--- config.mk ---
export PLATFORM = sky130hd
export DESIGN_NAME = bsbi_cell
export DESIGN_NICKNAME = d
export VERILOG_FILES = /design/src/rtl/bsbi_pkg.sv /design/src/rtl/bsbi_cell.sv
export SDC_FILE = /design/constraint.sdc
export NUM_CORES = 1
export LEC_CHECK = 0
export ABC_CLOCK_PERIOD_IN_PS = 12820
export BUFFER_PORTS_ARGS = -buffer_cell sky130_fd_sc_hd__buf_2
export CORE_UTILIZATION = 53
export CTS_CLUSTER_DIAMETER = 50
export DETAILED_ROUTE_END_ITERATION = 12
export GPL_TIMING_DRIVEN = 1
export MAX_ROUTING_LAYER = met4
export PLACE_DENSITY = 0.87
export SKIP_LAST_GASP = 1
export SYNTH_ARGS = -nofsm -noshare
export SYNTH_HDL_FRONTEND = slang
export SYNTH_SLANG_ARGS = --single-unit
--- constraint.sdc ---
create_clock -name clk -period 12.82 [get_ports clk]
set_clock_uncertainty 0.2 [all_clocks]
set_input_delay 3.846 -clock clk [delete_from_list [all_inputs] [get_ports clk]]
set_output_delay 3.846 -clock clk [all_outputs]
set_load 0.03 [all_outputs]
--- src/rtl/bsbi_pkg.sv ---
// Shared types and constants for the bounded stack with bottom increment.
`timescale 1ns / 1ps
package bsbi_pkg;

  localparam int DEPTH_DEF = 64;
  localparam int CAP_W     = 7;
  localparam int DATA_W    = 32;
  localparam int KCNT_W    = 16;
  localparam logic [CAP_W-1:0] CAP_RESET = CAP_W'(64);

  // request kinds
  localparam logic [1:0] REQ_PUSH = 2'd0;
  localparam logic [1:0] REQ_POP  = 2'd1;
  localparam logic [1:0] REQ_INC  = 2'd2;

  // per-cell operations broadcast along the row
  localparam logic [1:0] CELL_HOLD = 2'd0;
  localparam logic [1:0] CELL_PUSH = 2'd1;
  localparam logic [1:0] CELL_POP  = 2'd2;
  localparam logic [1:0] CELL_ADD  = 2'd3;

  typedef struct packed {
    logic [1:0]               req_type;
    logic signed [DATA_W-1:0] push_value;
    logic [KCNT_W-1:0]        bottom_count;
    logic signed [DATA_W-1:0] add_amount;
  } req_t;

  typedef struct packed {
    logic signed [DATA_W-1:0] popped_value;
    logic                     was_empty;
  } rsp_t;

  typedef struct packed {
    logic [1:0]               op;
    logic signed [DATA_W-1:0] amount;
  } cell_cmd_t;

endpackage

--- src/rtl/bsbi_cell.sv ---
// One stack cell: holds one entry, shifts with its neighbors or adds in place.
`timescale 1ns / 1ps
module bsbi_cell #(
  parameter int INDEX = 0,
  parameter int CNT_W = 7
) (
  input  logic                               clk,
  input  bsbi_pkg::cell_cmd_t                cmd,
  input  logic signed [bsbi_pkg::DATA_W-1:0] from_up,
  input  logic signed [bsbi_pkg::DATA_W-1:0] from_down,
  input  logic [CNT_W-1:0]                   count,
  input  logic [CNT_W-1:0]                   kcnt,
  output logic signed [bsbi_pkg::DATA_W-1:0] value
);

  logic              in_range;
  logic [CNT_W:0]    reach;

  // cell INDEX holds depth position count-1-INDEX; it is among the bottom
  // kcnt entries when INDEX < count and INDEX + kcnt >= count
  assign reach    = (CNT_W+1)'(INDEX) + {1'b0, kcnt};
  assign in_range = ({1'b0, count} > (CNT_W+1)'(INDEX)) && (reach >= {1'b0, count});

  always_ff @(posedge clk) begin
    case (cmd.op)
      bsbi_pkg::CELL_PUSH: value <= from_up;
      bsbi_pkg::CELL_POP:  value <= from_down;
      bsbi_pkg::CELL_ADD: begin
        if (in_range) begin
          value <= value + cmd.amount;
        end
      end
      default: ;
    endcase
  end

endmodule

==> metrics <==
cell count after synthesis=412; Critical Path AT=6310 ps; vias in the first global route=3625; async set-reset flop share out of synthesis=0%; vias=3819; Hold Crit Class=flop to flop; syn_nets=566; Cell Rows=29; Sum Neg Setup Slack=0 ps; Final Hold Viols=0; synthesized flop and latch total=32; routability congestion estimate=0.875; Synth cell types=57; Hold Startpoint=value[0]$_DFFE_PP_; DR top layer=met4; worst vdd ir=0.0000658 V; met2 routed WL=5160 um; overall power=0.000500 W; met3 wire len=685 um; sequential fraction of the synthesis area=27.3%; area grow syn2layout=23.6%; DIE WIDTH=83.6 um; die area=6980 um2; Slew Limit Headroom=21.1%; Max FO, Critical Path=32; clk root buf=clkbuf_8; max reg flops=32; wire per inst=17.1 um; CTS Buf Count=5; Slew Viols, Final=0; CTS H-tree depth=2; largest reg by FF count=value; Post-CTS Setup Bufs=0; Syn Area/Cell=8.56 um2; RSZ-0062 raised after global routing=false; post-synth top area share=27.3%; Port Buffers=144; worst slew pin tran=1180 ps; Die H=83.6 um; Yosys warnings=0; final setup vio count=0; final antenna-violating net count=0; Final HPWL DP=8350 um; final WL=10600 um; max-cap violations=0; All-Layer GR Usage=30.9%; Critical Path RT=12520 ps; DRC viols=0; CP startpoint kind=primary input; GR Overflow Total=0; largest net degree at the start of global routing=33; number of synthesized flops with an enable pin=32; met1 wire length=4570 um; pre-CTS setup slack=5920 ps; hold path depth=3; Clock transition at path regs=70 ps; core footprint=6390 um2; Worst R2R Path Depth=10; biggest regs=value (32); Ant. Diodes=0; Multi-input gate area=2420 um2; Crit. End Element=flop; Starting Density=55.2%; Leakage=2.03 nW; flop2flop setup slack=9720 ps; CTS tree=done; first-pass GRT wire length=17100 um; vias per cell=6.15; r2r endpoint=value[30]$_DFFE_PP_; hold-critical path endpoint=value[0]$_DFFE_PP_; Num Clock Sinks=32; initial antenna violation count=0; Final period util=51.5%; status=finished, final reports clean; fmax=151 MHz; PD cells=115 nW/um2; worst-skew pair later-pin latency=290 ps; Ports=145; largest cells by area after synthesis=edfxtp_1, ha_1, a22oi_1; Fillers=570; crit path setup slack, layout=6210 ps; Clock Path Buffers=2; Netlist Area Pre-Place=3530 um2; share of layout cells above drive strength 1=30.0%; Sequential Area=961 um2; FF-to-FF Start=value[0]$_DFFE_PP_; nets=698; post-route minimum period=6610 ps; Main synth FF type=edfxtp_1; Hold Buf Count CTS=0; Detailed Routing Iterations Pass 1=5; worst setup path class=primary input to flop; initial drt markers=258; area leader, netlist=edfxtp_1; post-CTS sizing=0
critical path: stages:
cell,delay [ps]
buf_2,90
ha_1,510
inv_1,600
o22a_1,370
o22ai_4,860
layout by cell type, fill, tap and decap left out, types with 4 or more instances in the layout:
| cell type | instances |
|---|---|
| nand2b_1 | 4 |
| clkbuf_8 | 5 |
| a21oi_1 | 35 |
| inv_1 | 17 |
| or3_1 | 4 |
| buf_2 | 144 |
| o211ai_1 | 4 |
| nand3_1 | 5 |
| nand2_1 | 35 |
| nor2b_1 | 4 |
| nor3_1 | 9 |
| nor2_1 | 20 |
| a22oi_1 | 27 |
| a211oi_1 | 6 |
| a21o_1 | 15 |
| o21bai_1 | 4 |
| xnor2_1 | 13 |
| nand4_1 | 9 |
| edfxtp_1 | 32 |
| o21ai_0 | 38 |
| o21a_1 | 4 |
| o21ai_1 | 9 |
| xor2_1 | 12 |
| ha_1 | 40 |
worst max-delay path by stage:
stage,end,slack (ps),start,depth (start not counted)
after floorplan,value[0]$_DFFE_PP_,5930,kcnt[0],8
after global placement,value[15]$_DFFE_PP_,6060,cmd[32],5
after detailed placement,value[16]$_DFFE_PP_,5920,cmd[32],5
after CTS,value[30]$_DFFE_PP_,6210,cmd[32],5
after global routing,value[4]$_DFFE_PP_,6050,cmd[32],5
final,value[14]$_DFFE_PP_,6210,cmd[32],5
logic make-up (layout without fill, tap and decap cells):
kind of cell	after synthesis	after routing	synth area share, %
compound gates	170	170	32.4
simple gates	104	104	14.4
fa+ha+maj	41	41	14.8
buf+inv	38	170	4.44
flops	32	32	27.3
xor+xnor	25	25	6.21
mux	2	2	0.568
metrics by stage:
step | hold slack, ps | instances | area [um2] | utilization (%)
6_report | 546 | 621 | 4360 | 68.3
5_1_grt | 598 | 621 | 4360 | 68.3
4_1_cts | 539 | 621 | 4360 | 68.3
3_5_place_dp | 522 | 614 | 4280 | 67.0
3_3_place_gp | 508 | 614 | 4280 | 67.0
2_1_floorplan | 709 | 412 | 3530 | -
cell type report:
| class | instances | share of cell area (%) |
|---|---|---|
| clock inverter | 1 | 0.115 |
| timing repair buffer | 146 | 16.9 |
| sequential | 32 | 22.0 |
| inverter | 17 | 1.46 |
| multi-input combinational | 342 | 55.6 |
| clock buffer | 6 | 1.66 |
| tap | 77 | 2.21 |
routing by layer:
| metal | vias to the layer above | GRT usage, % |
|---|---|---|
| li1 | 1850 | - |
| met5 | - | - |
| met3 | 18 | 4.06 |
| met1 | 1774 | 38.4 |
| met2 | 177 | 52.0 |
| met4 | 0 | 10.3 |
synth_stat cells, types with 3 or more instances:
cell type and count:
xnor2_1 13, nor4_1 3, nand3_1 5, a211oi_1 6, a21oi_1 35, and3_1 3
o21ai_1 9, nand2b_1 4, xor2_1 12, a211oi_2 3, nor2_1 21, o21a_1 4
nor2b_1 4, o21ai_0 38, ha_1 40, o211ai_1 4, a22o_1 3, buf_4 3
or3_1 4, a21o_1 15, nand4_1 9, inv_1 17, edfxtp_1 32, nand2_1 35
clkbuf_1 16, nor3_1 9, a22oi_1 27, o21bai_1 4
power by group:
group | total, W | internal, W | switching (W)
sequential | 0.000146 | 0.000137 | 0.00000905
clock | 0.0000781 | 0.0000370 | 0.0000411
combinational | 0.000275 | 0.000106 | 0.000170
Note: power is estimated with default switching activity, not from simulation.
